<file path="src/rtl/midi_tempo_detector_tap_defines.svh">
// Assertion macros shared by the tempo detector RTL.
`ifndef MIDI_TEMPO_DETECTOR_TAP_DEFINES_SVH
`define MIDI_TEMPO_DETECTOR_TAP_DEFINES_SVH

// Same-cycle implication, disabled during reset.
`define MTDT_ASSERT_SAME(lbl, clk, rst_n, ante, cons) \
    lbl: assert property (@(posedge clk) disable iff (!(rst_n)) (ante) |-> (cons)) \
        else $error("tempo detector assertion failed");

// Next-cycle implication, disabled during reset.
`define MTDT_ASSERT_NEXT(lbl, clk, rst_n, ante, cons) \
    lbl: assert property (@(posedge clk) disable iff (!(rst_n)) (ante) |=> (cons)) \
        else $error("tempo detector assertion failed");

`endif

</file>
<file path="src/rtl/mtdt_pkg.sv">
// Package: commands, MIDI codes, tempo constants and divider types.
`default_nettype none
package mtdt_pkg;

    typedef enum logic [1:0] {
        CMD_TICK  = 2'd0,
        CMD_MIDI  = 2'd1,
        CMD_TAP   = 2'd2,
        CMD_CLEAR = 2'd3
    } t_cmd;

    localparam logic [7:0] MIDI_SYSEX_START = 8'hF0;
    localparam logic [7:0] MIDI_SYSEX_END   = 8'hF7;
    localparam logic [7:0] MIDI_START       = 8'hFA;
    localparam logic [7:0] MIDI_CLOCK       = 8'hF8;
    localparam logic [3:0] MIDI_RT_NIBBLE   = 4'hF;

    localparam logic [7:0]  TICKS_PER_MEASURE = 8'd192;
    localparam logic [31:0] TAP_WINDOW        = 32'd400000;
    localparam logic [7:0]  CLOCK_BPM_MIN     = 8'd10;
    localparam logic [7:0]  CLOCK_BPM_MAX     = 8'd255;
    localparam logic [7:0]  TAP_BPM_MIN       = 8'd40;
    localparam logic [7:0]  TAP_BPM_MAX       = 8'd240;
    localparam logic [7:0]  RESET_TEMPO       = 8'd120;

    // Divider: 33-bit dividend, 32-bit divisor, one quotient bit per cycle.
    localparam int DIV_W     = 33;
    localparam int DEN_W     = 32;
    localparam int QUOT_W    = 8;
    localparam int DIV_STEPS = DIV_W;
    localparam int DIV_CNT_W = $clog2(DIV_STEPS + 1);

    localparam logic [DIV_W-1:0] CLOCK_NUMERATOR = 33'd150000000;
    localparam logic [24:0]      TAP_NUMERATOR   = 25'd18750000;

    typedef struct packed {
        logic             start;
        logic [DIV_W-1:0] num;
        logic [DEN_W-1:0] den;
    } t_div_req;

    typedef struct packed {
        logic              done;
        logic [QUOT_W-1:0] quot;   // low quotient bits
        logic              ovf;    // quotient does not fit QUOT_W bits
    } t_div_rsp;

endpackage
`default_nettype wire

</file>
<file path="src/rtl/mtdt_in_if.sv">
// Input channel interface: command and raw MIDI byte.
`default_nettype none
interface mtdt_in_if;
    logic       valid;
    logic       ready;
    logic [1:0] command;
    logic [7:0] midi_byte;

    modport source (output valid, output command, output midi_byte, input ready);
    modport sink   (input valid, input command, input midi_byte, output ready);
endinterface
`default_nettype wire

</file>
<file path="src/rtl/mtdt_out_if.sv">
// Output channel interface: forwarded byte and tempo estimate.
`default_nettype none
interface mtdt_out_if;
    logic       valid;
    logic       ready;
    logic       forward_valid;
    logic [7:0] forward_byte;
    logic [7:0] tempo_bpm;
    logic       tempo_updated;
    logic       tempo_source;

    modport source (output valid, output forward_valid, output forward_byte,
                    output tempo_bpm, output tempo_updated, output tempo_source,
                    input ready);
    modport sink   (input valid, input forward_valid, input forward_byte,
                    input tempo_bpm, input tempo_updated, input tempo_source,
                    output ready);
endinterface
`default_nettype wire

</file>
<file path="src/rtl/mtdt_div.sv">
// Bit-serial restoring divider with saturation flag on the quotient.
`default_nettype none
module mtdt_div
    import mtdt_pkg::*;
(
    input  wire logic     i_clk,
    input  wire logic     i_rst_n,
    input  wire t_div_req i_req,
    output t_div_rsp      o_rsp
);

    logic                 r_busy;
    logic                 r_done;
    logic [DIV_CNT_W-1:0] r_cnt;
    logic [DEN_W-1:0]     r_rem;
    logic [DIV_W-1:0]     r_dvd;
    logic [DEN_W-1:0]     r_den;
    logic [QUOT_W-1:0]    r_quot;
    logic                 r_ovf;

    logic [DEN_W:0] w_trial;
    logic [DEN_W:0] w_diff;
    logic           w_ge;

    always_comb begin
        w_trial = {r_rem, r_dvd[DIV_W-1]};
        w_ge    = (w_trial >= {1'b0, r_den});
        w_diff  = w_trial - {1'b0, r_den};
    end

    always_ff @(posedge i_clk) begin
        if (!i_rst_n) begin
            r_busy <= 1'b0;
            r_done <= 1'b0;
            r_cnt  <= '0;
        end else begin
            r_done <= 1'b0;
            if (i_req.start) begin
                r_busy <= 1'b1;
                r_cnt  <= DIV_CNT_W'(DIV_STEPS);
            end else if (r_busy) begin
                r_cnt <= r_cnt - 1'b1;
                if (r_cnt == DIV_CNT_W'(1)) begin
                    r_busy <= 1'b0;
                    r_done <= 1'b1;
                end
            end
        end
    end

    always_ff @(posedge i_clk) begin
        if (i_req.start) begin
            r_rem  <= '0;
            r_dvd  <= i_req.num;
            r_den  <= i_req.den;
            r_quot <= '0;
            r_ovf  <= 1'b0;
        end else if (r_busy) begin
            r_rem  <= w_ge ? w_diff[DEN_W-1:0] : w_trial[DEN_W-1:0];
            r_dvd  <= {r_dvd[DIV_W-2:0], 1'b0};
            r_quot <= {r_quot[QUOT_W-2:0], w_ge};
            r_ovf  <= r_ovf | r_quot[QUOT_W-1];
        end
    end

    assign o_rsp.done = r_done;
    assign o_rsp.quot = r_quot;
    assign o_rsp.ovf  = r_ovf;

endmodule
`default_nettype wire

</file>
<file path="src/rtl/midi_tempo_detector_tap.sv">
// Top level: MIDI clock tempo detector with tap tempo.
// Flow from accept: items that compute no tempo go straight to DONE; a clock measurement
// or tap estimate goes through load, start, 33 divider steps and hand-off.
// The input takes no new item until the last one is handed to the output register; the
// bit-serial divider (one quotient bit per cycle over a 33-bit dividend) paces the divisions.
// Reset (synchronous, active low): counters and gap sum zero, tempo 120, no result.
`default_nettype none
`include "midi_tempo_detector_tap_defines.svh"
module midi_tempo_detector_tap
    import mtdt_pkg::*;
(
    input  wire logic  i_clk,
    input  wire logic  i_rst_n,
    mtdt_in_if.sink    i_in,
    mtdt_out_if.source o_out
);

    // Sequencer: IDLE takes an item, LOAD kicks the divider, DIV waits for it,
    // DONE hands the result to the output register once that slot is free.
    typedef enum logic [3:0] {
        S_IDLE = 4'b0001,
        S_LOAD = 4'b0010,
        S_DIV  = 4'b0100,
        S_DONE = 4'b1000
    } t_state;

    t_state r_state, n_state;

    // Architectural state
    logic [31:0] r_elapsed, n_elapsed;
    logic [7:0]  r_ticks,   n_ticks;
    logic [7:0]  r_taps,    n_taps;
    logic [31:0] r_gap_sum, n_gap_sum;
    logic [7:0]  r_tempo,   n_tempo;

    // Division operands, latched at accept
    logic [DIV_W-1:0] r_num, n_num;
    logic [DEN_W-1:0] r_den, n_den;
    logic             r_src_tap, n_src_tap;

    // Pending result fields
    logic       r_res_fwd,  n_res_fwd;
    logic [7:0] r_res_byte, n_res_byte;
    logic       r_res_upd,  n_res_upd;
    logic       r_res_src,  n_res_src;

    // Output register
    logic       r_out_valid, n_out_valid;
    logic       r_out_fwd;
    logic [7:0] r_out_byte;
    logic [7:0] r_out_tempo;
    logic       r_out_upd;
    logic       r_out_src;

    logic       w_accept;
    logic       w_xfer;
    logic [7:0] w_ticks_inc;
    logic [DIV_W-1:0] w_tap_prod;
    logic [31:0] w_sum_new;
    logic [7:0] w_clip;

    t_div_req w_req;
    t_div_rsp w_rsp;

    mtdt_div u_div (
        .i_clk   (i_clk),
        .i_rst_n (i_rst_n),
        .i_req   (w_req),
        .o_rsp   (w_rsp)
    );

    assign w_req.start = (r_state == S_LOAD);
    assign w_req.num   = r_num;
    assign w_req.den   = r_den;

    assign i_in.ready = (r_state == S_IDLE);
    assign w_accept   = i_in.valid && i_in.ready;
    // Result moves to the output register when the slot is empty or being drained
    assign w_xfer     = (r_state == S_DONE) && (!r_out_valid || o_out.ready);

    assign w_ticks_inc = r_ticks + 8'd1;
    // taps are counted before the increment that this tap causes
    assign w_tap_prod  = DIV_W'(TAP_NUMERATOR) * {{(DIV_W-8){1'b0}}, r_taps};
    assign w_sum_new   = r_gap_sum + r_elapsed;

    // Clip the quotient; a zero divisor yields all ones, which clips to the upper bound.
    always_comb begin
        if (r_src_tap) begin
            if (w_rsp.ovf || (w_rsp.quot > TAP_BPM_MAX)) begin
                w_clip = TAP_BPM_MAX;
            end else if (w_rsp.quot < TAP_BPM_MIN) begin
                w_clip = TAP_BPM_MIN;
            end else begin
                w_clip = w_rsp.quot;
            end
        end else begin
            if (w_rsp.ovf || (w_rsp.quot > CLOCK_BPM_MAX)) begin
                w_clip = CLOCK_BPM_MAX;
            end else if (w_rsp.quot < CLOCK_BPM_MIN) begin
                w_clip = CLOCK_BPM_MIN;
            end else begin
                w_clip = w_rsp.quot;
            end
        end
    end

    always_comb begin
        n_state    = r_state;
        n_elapsed  = r_elapsed;
        n_ticks    = r_ticks;
        n_taps     = r_taps;
        n_gap_sum  = r_gap_sum;
        n_tempo    = r_tempo;
        n_num      = r_num;
        n_den      = r_den;
        n_src_tap  = r_src_tap;
        n_res_fwd  = r_res_fwd;
        n_res_byte = r_res_byte;
        n_res_upd  = r_res_upd;
        n_res_src  = r_res_src;

        case (r_state)
            S_IDLE: begin
                if (w_accept) begin
                    n_res_fwd  = 1'b0;
                    n_res_byte = 8'd0;
                    n_res_upd  = 1'b0;
                    n_res_src  = 1'b0;
                    n_state    = S_DONE;
                    case (t_cmd'(i_in.command))
                        CMD_TICK: begin
                            // saturating timer
                            if (r_elapsed != '1) begin
                                n_elapsed = r_elapsed + 32'd1;
                            end
                        end
                        CMD_MIDI: begin
                            // forward every byte outside F0-FF; the sysex delimiters F0 and F7 pass too
                            if ((i_in.midi_byte[7:4] != MIDI_RT_NIBBLE) ||
                                (i_in.midi_byte == MIDI_SYSEX_START) ||
                                (i_in.midi_byte == MIDI_SYSEX_END)) begin
                                n_res_fwd  = 1'b1;
                                n_res_byte = i_in.midi_byte;
                            end
                            if (i_in.midi_byte == MIDI_START) begin
                                n_ticks = 8'd0;
                            end
                            if (i_in.midi_byte == MIDI_CLOCK) begin
                                n_ticks = w_ticks_inc;
                                if (w_ticks_inc == TICKS_PER_MEASURE) begin
                                    // one full measure of clocks: measure tempo
                                    n_ticks   = 8'd0;
                                    n_elapsed = 32'd0;
                                    n_num     = CLOCK_NUMERATOR;
                                    n_den     = r_elapsed;
                                    n_src_tap = 1'b0;
                                    n_state   = S_LOAD;
                                end
                            end
                        end
                        CMD_TAP: begin
                            n_elapsed = 32'd0;
                            if ((r_taps != 8'd0) && (r_elapsed < TAP_WINDOW)) begin
                                n_gap_sum = w_sum_new;
                                n_num     = w_tap_prod;
                                n_den     = w_sum_new;
                                n_src_tap = 1'b1;
                                n_taps    = r_taps + 8'd1;
                                n_state   = S_LOAD;
                            end else begin
                                // gap too long or first tap: restart counting
                                n_gap_sum = 32'd0;
                                n_taps    = 8'd1;
                            end
                        end
                        CMD_CLEAR: begin
                            n_taps = 8'd0;
                        end
                        default: begin
                            n_state = S_DONE;
                        end
                    endcase
                end
            end
            S_LOAD: begin
                n_state = S_DIV;
            end
            S_DIV: begin
                if (w_rsp.done) begin
                    n_tempo   = w_clip;
                    n_res_upd = 1'b1;
                    n_res_src = r_src_tap;
                    n_state   = S_DONE;
                end
            end
            S_DONE: begin
                if (w_xfer) begin
                    n_state = S_IDLE;
                end
            end
            default: begin
                n_state = S_IDLE;
            end
        endcase
    end

    always_comb begin
        n_out_valid = r_out_valid;
        if (w_xfer) begin
            n_out_valid = 1'b1;
        end else if (o_out.ready) begin
            n_out_valid = 1'b0;
        end
    end

    always_ff @(posedge i_clk) begin
        if (!i_rst_n) begin
            r_state     <= S_IDLE;
            r_elapsed   <= 32'd0;
            r_ticks     <= 8'd0;
            r_taps      <= 8'd0;
            r_gap_sum   <= 32'd0;
            r_tempo     <= RESET_TEMPO;
            r_out_valid <= 1'b0;
        end else begin
            r_state     <= n_state;
            r_elapsed   <= n_elapsed;
            r_ticks     <= n_ticks;
            r_taps      <= n_taps;
            r_gap_sum   <= n_gap_sum;
            r_tempo     <= n_tempo;
            r_out_valid <= n_out_valid;
        end
    end

    // Payload registers, no reset
    always_ff @(posedge i_clk) begin
        r_num      <= n_num;
        r_den      <= n_den;
        r_src_tap  <= n_src_tap;
        r_res_fwd  <= n_res_fwd;
        r_res_byte <= n_res_byte;
        r_res_upd  <= n_res_upd;
        r_res_src  <= n_res_src;
        if (w_xfer) begin
            r_out_fwd   <= r_res_fwd;
            r_out_byte  <= r_res_byte;
            r_out_tempo <= r_tempo;
            r_out_upd   <= r_res_upd;
            r_out_src   <= r_res_src;
        end
    end

    assign o_out.valid         = r_out_valid;
    assign o_out.forward_valid = r_out_fwd;
    assign o_out.forward_byte  = r_out_byte;
    assign o_out.tempo_bpm     = r_out_tempo;
    assign o_out.tempo_updated = r_out_upd;
    assign o_out.tempo_source  = r_out_src;

    // An accepted item always blocks the input for the next cycle
    `MTDT_ASSERT_NEXT(a_busy_after_accept, i_clk, i_rst_n, w_accept, !i_in.ready)
    // The divider only reports while the sequencer waits for it
    `MTDT_ASSERT_SAME(a_div_done_in_div, i_clk, i_rst_n, w_rsp.done, r_state == S_DIV)
    // A handed-off result shows up as a valid output item
    `MTDT_ASSERT_NEXT(a_xfer_to_out, i_clk, i_rst_n, w_xfer, r_out_valid)

endmodule
`default_nettype wire
</file>
<file path="src/flat_wrapper.sv">
// flat-port wrapper written by rule: the top's interface ports become plain ports
module midi_tempo_detector_tap_flat import mtdt_pkg::*;
  (i_clk, i_rst_n, i_in_valid, i_in_command, i_in_midi_byte, i_in_ready, o_out_valid, o_out_forward_valid, o_out_forward_byte, o_out_tempo_bpm, o_out_tempo_updated, o_out_tempo_source, o_out_ready);
  mtdt_in_if i_in_i ();
  mtdt_out_if o_out_i ();
  input  wire logic i_clk;
  input  wire logic i_rst_n;
  input wire logic [$bits(i_in_i.valid)-1:0] i_in_valid;
  input wire logic [$bits(i_in_i.command)-1:0] i_in_command;
  input wire logic [$bits(i_in_i.midi_byte)-1:0] i_in_midi_byte;
  output wire logic [$bits(i_in_i.ready)-1:0] i_in_ready;
  output wire logic [$bits(o_out_i.valid)-1:0] o_out_valid;
  output wire logic [$bits(o_out_i.forward_valid)-1:0] o_out_forward_valid;
  output wire logic [$bits(o_out_i.forward_byte)-1:0] o_out_forward_byte;
  output wire logic [$bits(o_out_i.tempo_bpm)-1:0] o_out_tempo_bpm;
  output wire logic [$bits(o_out_i.tempo_updated)-1:0] o_out_tempo_updated;
  output wire logic [$bits(o_out_i.tempo_source)-1:0] o_out_tempo_source;
  input wire logic [$bits(o_out_i.ready)-1:0] o_out_ready;
  assign i_in_i.valid = i_in_valid;
  assign i_in_i.command = i_in_command;
  assign i_in_i.midi_byte = i_in_midi_byte;
  assign i_in_ready = i_in_i.ready;
  assign o_out_valid = o_out_i.valid;
  assign o_out_forward_valid = o_out_i.forward_valid;
  assign o_out_forward_byte = o_out_i.forward_byte;
  assign o_out_tempo_bpm = o_out_i.tempo_bpm;
  assign o_out_tempo_updated = o_out_i.tempo_updated;
  assign o_out_tempo_source = o_out_i.tempo_source;
  assign o_out_i.ready = o_out_ready;
  midi_tempo_detector_tap u_core (.i_clk(i_clk), .i_rst_n(i_rst_n), .i_in(i_in_i), .o_out(o_out_i));
endmodule
</file>
<file path="config.mk">
export PLATFORM = sky130hd
export DESIGN_NAME = midi_tempo_detector_tap_flat
export DESIGN_NICKNAME = d
export VERILOG_FILES = /design/src/rtl/mtdt_pkg.sv /design/src/rtl/mtdt_in_if.sv /design/src/rtl/mtdt_out_if.sv /design/src/rtl/mtdt_div.sv /design/src/rtl/midi_tempo_detector_tap.sv /design/src/flat_wrapper.sv
export VERILOG_INCLUDE_DIRS = /design/src /design/src/rtl
export SDC_FILE = /design/constraint.sdc
export NUM_CORES = 1
export LEC_CHECK = 0
export BUFFER_PORTS_ARGS = -buffer_cell sky130_fd_sc_hd__buf_2
export CORE_MARGIN = 5
export CORE_UTILIZATION = 40
export DETAILED_ROUTE_END_ITERATION = 10
export PLACE_DENSITY = 0.59
export SYNTH_ARGS = -nofsm -noshare
export SYNTH_HDL_FRONTEND = slang
export SYNTH_SLANG_ARGS = --single-unit
</file>
<file path="constraint.sdc">
create_clock -name i_clk -period 11.6 [get_ports i_clk]
set_clock_uncertainty 0.1 [all_clocks]
set_input_delay 1.16 -clock i_clk [delete_from_list [all_inputs] [get_ports i_clk]]
set_output_delay 1.16 -clock i_clk [all_outputs]
set_load 0.01 [all_outputs]
</file>
; ---- Word-level counts from Yosys, hierarchy flattened
; Cells that the tools add are included.
[totals]
in_bits = 14
reg_bits = 303
word_cells = 148
out_inout_bits = 21
[op_classes]
n_eq_ne = 22
addsub = 6
n_reduce_logical = 30
mul = 1
n_mux = 52
bitwise = 3
n_lt_le_gt_ge = 6
[ops]
columns = op, count
row1 = $mux 32, 8
row2 = $mux 33, 5
row3 = $pmux 32 s3, 1
row4 = $mux 8, 9
row5 = $pmux 33 s2, 1
row6 = $pmux 32 s2, 1
row7 = $eq 8x8->1 const B, 5
row8 = $ge 33x32->1, 1
row9 = $add 32x1->32 const B, 1
row10 = $add 32x32->32, 1
row11 = $lt 32x19->1 const B, 1
row12 = $ne 32x32->1 const B, 1
row13 = $sub 32x32->32, 1
row14 = $mul 21x8->29 const A, 1
row15 = $mux 4, 6
row16 = $add 8x1->8 const B, 2
row17 = $gt 8x8->1 const B, 2
row18 = $pmux 4 s4, 1
row19 = $pmux 8 s2, 1
row20 = $mux 1, 13
row21 = $mux 6, 2
row22 = $reduce_and 3->1, 4
row23 = $reduce_and 6->1, 2
row24 = $reduce_bool 2->1, 6
row25 = other kinds (27), 44

; ---- Depth between registers and ports, before layout
[depth]
ltp_word = 7
ltp_mapped = 19
depth_no_buf = 18

; ---- Modules after synthesis
; A second synthesis with hierarchy kept.
[unflattened]
cells_unflattened = 1834
area_unflattened_um2 = 18202.5
[modules_own_cells]
columns = mod, seq_area_each_um2, area_per_inst_um2, instances, cells_per_inst
row1 = midi_tempo_detector_tap, 4624.4, 11916.4, 1, 1218
row2 = mtdt_div, 2932.8, 6286.0, 1, 616

; ---- Worst setup path before layout
; No wires, ideal clock.
[synth_timing]
kind = input -> register
startpoint = input i_in_midi_byte[1]
endpoint = register u_core.r_den[0] (enable)
required_ns = 11.018
slack_ns = 6.063
stages = 5
t_arrival_ns = 4.955
setup_time_ns = 0.482
n_path_buf = 0
path_cell_list = or2_2 -> nor4_2 -> a41oi_2 -> or2_2 -> nor2_1
[synth_via]
elab_chain_len = 3
[synth_rtl]
columns = element, line_no
row1 = start: declaration, flat_wrapper.sv:10  ; input wire logic [$bits(i_in_i.midi_byte)-1:0] i_in_midi_byte;
row2 = $eq 8x8->1, midi_tempo_detector_tap.sv:148  ; if (i_in.midi_byte == MIDI_CLOCK) begin
row3 = $ne 2x1->1 (no line), -
row4 = $reduce_and 6->1 (no line), -
row5 = end signal: assignment, midi_tempo_detector_tap.sv:239  ; r_den <= n_den;
row6 = end: declaration, midi_tempo_detector_tap.sv:38  ; logic [DEN_W-1:0] r_den, n_den;
; No other way between the ends.
; A chain may end at the register's enable or synchronous reset.

; ---- Worst setup path after layout
[layout_timing]
startpoint = register u_core.r_taps[7]
endpoint = register u_core.r_num[25], data pin
[layout_via]
elab_chain_len = 3
[layout_rtl]
columns = element, line_no
row1 = start: declaration, midi_tempo_detector_tap.sv:32  ; logic [7:0] r_taps, n_taps;
row2 = start signal: assignment, midi_tempo_detector_tap.sv:229  ; r_taps <= n_taps;
row3 = $mul 21x8->29, midi_tempo_detector_tap.sv:83  ; assign w_tap_prod = DIV_W'(TAP_NUMERATOR) * {{(DIV_W-8){1'b0}}, r_taps};
row4 = $mux 33, midi_tempo_detector_tap.sv:163  ; if ((r_taps != 8'd0) && (r_elapsed < TAP_WINDOW)) begin
row5 = $pmux 33 s2, midi_tempo_detector_tap.sv:130  ; case (t_cmd'(i_in.command))
row6 = end signal: assignment, midi_tempo_detector_tap.sv:238  ; r_num <= n_num;
row7 = end: declaration, midi_tempo_detector_tap.sv:37  ; logic [DIV_W-1:0] r_num, n_num;
; No other way between the ends. The select of a mux whose other input is x is not followed.

==> run_results.csv <==
group,metric,value,unit
floorplan,start_util,0.403,
layout,finalNetCount,2066,
floorplan,die_area,48700,um2
drt,drt-wirelength-per-cell,16.2,um
logic_synthesis,synth_top_area_frac,0.259,
clocking,cts_sinks,295,
floorplan,die_w,221,um
place,dpl.cell_count,2434,
logic_synthesis,ys_types,76,
sta,setup_ws,6.59,ns
worst_setup_path,critical_path_buf_inv_count,2,
clocking,cts_buffers,36,
worst_setup_path,crit_chain,"inv_1, ha_1, xor2_1, ha_1, a21oi_1, fa_1, inv_1, fa_1, ha_1, a21o_1, a21o_1, a2111oi_0, o21ai_0, a221o_1, a21oi_1, o21bai_1, xor2_1, and2_1",
logic_synthesis,syn_area_per_cell,9.52,um2
logic_synthesis,ys_async_sr_fraction,0,
layout,fin_area,19600,um2
clocking,htree_levels,2,
logic_synthesis,ys_seq_area_frac,0.419,
drt,drtIter0Drc,976,
logic_synthesis,syn_area,17800,um2
clocking,clk_latency,0.56,ns
drt,drtAntennaViolNets,0,
place,gp_congestion,0.886,
place,io_buffer_count,34,
logic_synthesis,synth_seq_cells,295,
worst_setup_path,worstPathMaxFanout,8,
worst_setup_path,critical_path_class,"reg -> reg",
logic_synthesis,synth_edf_count,153,
logic_synthesis,syn_nets,2051,
floorplan,rows,77,
global_route,grt_max_degree,88,
sta,hold_viol_final,0,
floorplan,die_height,221,um
worst_setup_path,cp_top_family,"compound AO/OA/AOI/OAI gates",
logic_synthesis,yosysWarnings,0,
power_and_ir_drop,p_leak,8.11,nW
sta,max_clock_freq,200,MHz
power_and_ir_drop,power.density,131,nW/um2
sta,slew_violations,0,
power_and_ir_drop,peakVddDrop,0.0841,mV
sta,worst-slew-pin-transition,1.20,ns
clocking,cts_hold_buffers,0,
hold_path,hold_path_class,"reg -> reg",
sta,period_share,0.432,
global_route,grt_pass1_wl,66200,um
power_and_ir_drop,power,2.57,mW
drt,drt-pass1-iter-count,6,
sta,fin_crit,5.01,ns
layout,n_fill_cell,4265,
clocking,ctsResizeCount,0,
sta,fin_tns_setup,0,ns
clocking,clockRootBuffer,"clkbuf_16",
worst_setup_path,worstSetupEndpointType,"flip-flop",
drt,wirelength,40500,um
layout,final_layout_size_suffix_gt1_frac,0.0850,
logic_synthesis,synth_cells,1865,
place,place_area,18500,um2
sta,rsz0062_at_grt,"no",
worst_setup_path,cp-start-kind,"flip-flop",
worst_setup_path,cp.required,11.80,ns
clocking,cts_buffer_depth,3,
global_route,grt_remaining_overflow,0,
floorplan,core,44000,um2
drt,drc,0,
logic_synthesis,synth_top_area_cell,"edfxtp_1",
global_route,antenna_found_initial,1,
logic_synthesis,synth_area_leaders,"edfxtp_1, dfxtp_1, ha_1",
worst_setup_path,cpPeakStageDelay,0.51,ns
worst_setup_path,crit_arrival,5.21,ns
layout,finalNonFillerCells,2499,
clocking,tritoncts,"built",
job,max_cap_viol_count,0,
sta,maxSlewHeadroom,0.199,
worst_setup_path,critPathMostFrequentCell,"ha_1",
place,hpwl,28900,um
layout,area_growth,10.7,%
clocking,path_clk_slew,0.07,ns
global_route,grtUsageTotal,0.167,
drt,via_count,13300,
place,pre_cts_slack,6.63,ns
global_route,grt_pass1_vias,12500,
drt,via_per_inst,5.32,
sta,setup_viol,0,
layout,diodes,0,
outcome,status,"completed",
logic_synthesis,synth_flop_cell,"edfxtp_1",
clocking,postCtsSetupRepairBufs,0,
worst_setup_path,slowest_stage,"dfxtp_1",
floorplan,pin_count,35,
[metal layers]
layer,wire (um),vias to the layer above,GRT usage,part of all wire
li1,-,6688,-,-
met1,20200,6261,0.249,0.50
met2,17300,266,0.246,0.43
met3,2030,68,0.0352,0.050
met4,897,2,0.0455,0.022
met5,12,-,0,0.00030
[where the power goes]
group	switching (mW)	internal, mW	total (mW)	leakage (nW)
Combinational	0.189	0.121	0.309	5.01
Sequential	0.0240	1.14	1.16	2.54
Clock	0.466	0.630	1.10	0.561
[stage by stage]
step | util | hold WS [ns]
6_report | 0.446 | 0.312
5_1_grt | 0.446 | 0.320
4_1_cts | 0.446 | 0.312
3_5_place_dp | 0.420 | 0.305
3_3_place_gp | 0.420 | 0.304
2_1_floorplan | - | 0.300
[placed cells by master (no fill, tap or decap), drive strengths merged, types with 40 or more instances in the layout]
| cell type | netlist | routed |
|---|---|---|
| dfxtp | 142 | 142 |
| o21ai | 103 | 103 |
| nor2 | 128 | 128 |
| ha | 147 | 147 |
| xor2 | 43 | 43 |
| clkbuf | 57 | 40 |
| xnor2 | 73 | 73 |
| edfxtp | 153 | 153 |
| nand3 | 49 | 49 |
| nand2 | 216 | 216 |
| inv | 134 | 141 |
| a21oi | 121 | 121 |
| buf | 12 | 46 |
[final cells by class]
cell class / count / area [um2] / share of cell area
Clock inverter: 25 / 220 / 0.0112
Tap cell: 592 / 741 / 0.0377
Multi-Input combinational cell: 1365 / 9550 / 0.486
Clock buffer: 40 / 926 / 0.0471
Timing Repair Buffer: 46 / 260 / 0.0132
Sequential cell: 295 / 7440 / 0.379
Inverter: 136 / 510 / 0.0260
[flip-flops by register name, summed over array words and instances (netlist names), 29 cells and up]
signal              flops
u_core.u_div.r_rem     32
u_core.r_num           29
u_core.r_elapsed       32
u_core.u_div.r_dvd     29
u_core.r_den           32
u_core.r_gap_sum       32
u_core.u_div.r_den     32
[cell usage after synthesis, types with 22 or more instances]
master and count:
nand3_1 45, a21o_1 35, nand2_1 216, xnor2_1 73
dfxtp_1 142, nor2b_1 34, fa_1 25, mux2i_1 25
xor2_1 43, nand4_1 28, nor3_1 32, o21ai_0 100
clkbuf_1 57, ha_1 147, and2_1 24, nor2_1 128
edfxtp_1 153, a21oi_1 121, a31oi_1 22, a22oi_1 22
inv_1 134
[path summary, 6_finish.rpt]
path | startpoint | endpoint | slack (ns) | cells after the start
worst max register to register | u_core.r_taps[7] | u_core.r_num[25] | 6.59 | 18
worst min-delay path | u_core.r_den[1] | u_core.u_div.r_den[1] | 0.31 | 0
worst max-delay path | u_core.r_taps[7] | u_core.r_num[25] | 6.59 | 18
worst min register to register | u_core.r_den[1] | u_core.u_div.r_den[1] | 0.31 | 0
[kinds of logic after synthesis]
family,share of synthesized area
mux,0.0261
fa+ha+maj,0.132
flops,0.419
xor+xnor,0.0572
compound gates,0.151
simple gates,0.170
buf+inv,0.0444
[worst register-to-register path: stages (launching register included)]
cell       delay (ns)
dfxtp_1          0.51
inv_1            0.13
ha_1             0.39
xor2_1           0.22
ha_1             0.18
a21oi_1          0.05
fa_1             0.36
inv_1            0.08
fa_1             0.42
ha_1             0.26
a21o_1           0.19
a21o_1           0.16
a2111oi_0        0.37
o21ai_0          0.25
a221o_1          0.41
a21oi_1          0.27
o21bai_1         0.10
xor2_1           0.14
and2_1           0.15
(Power assumes the default switching activity.)
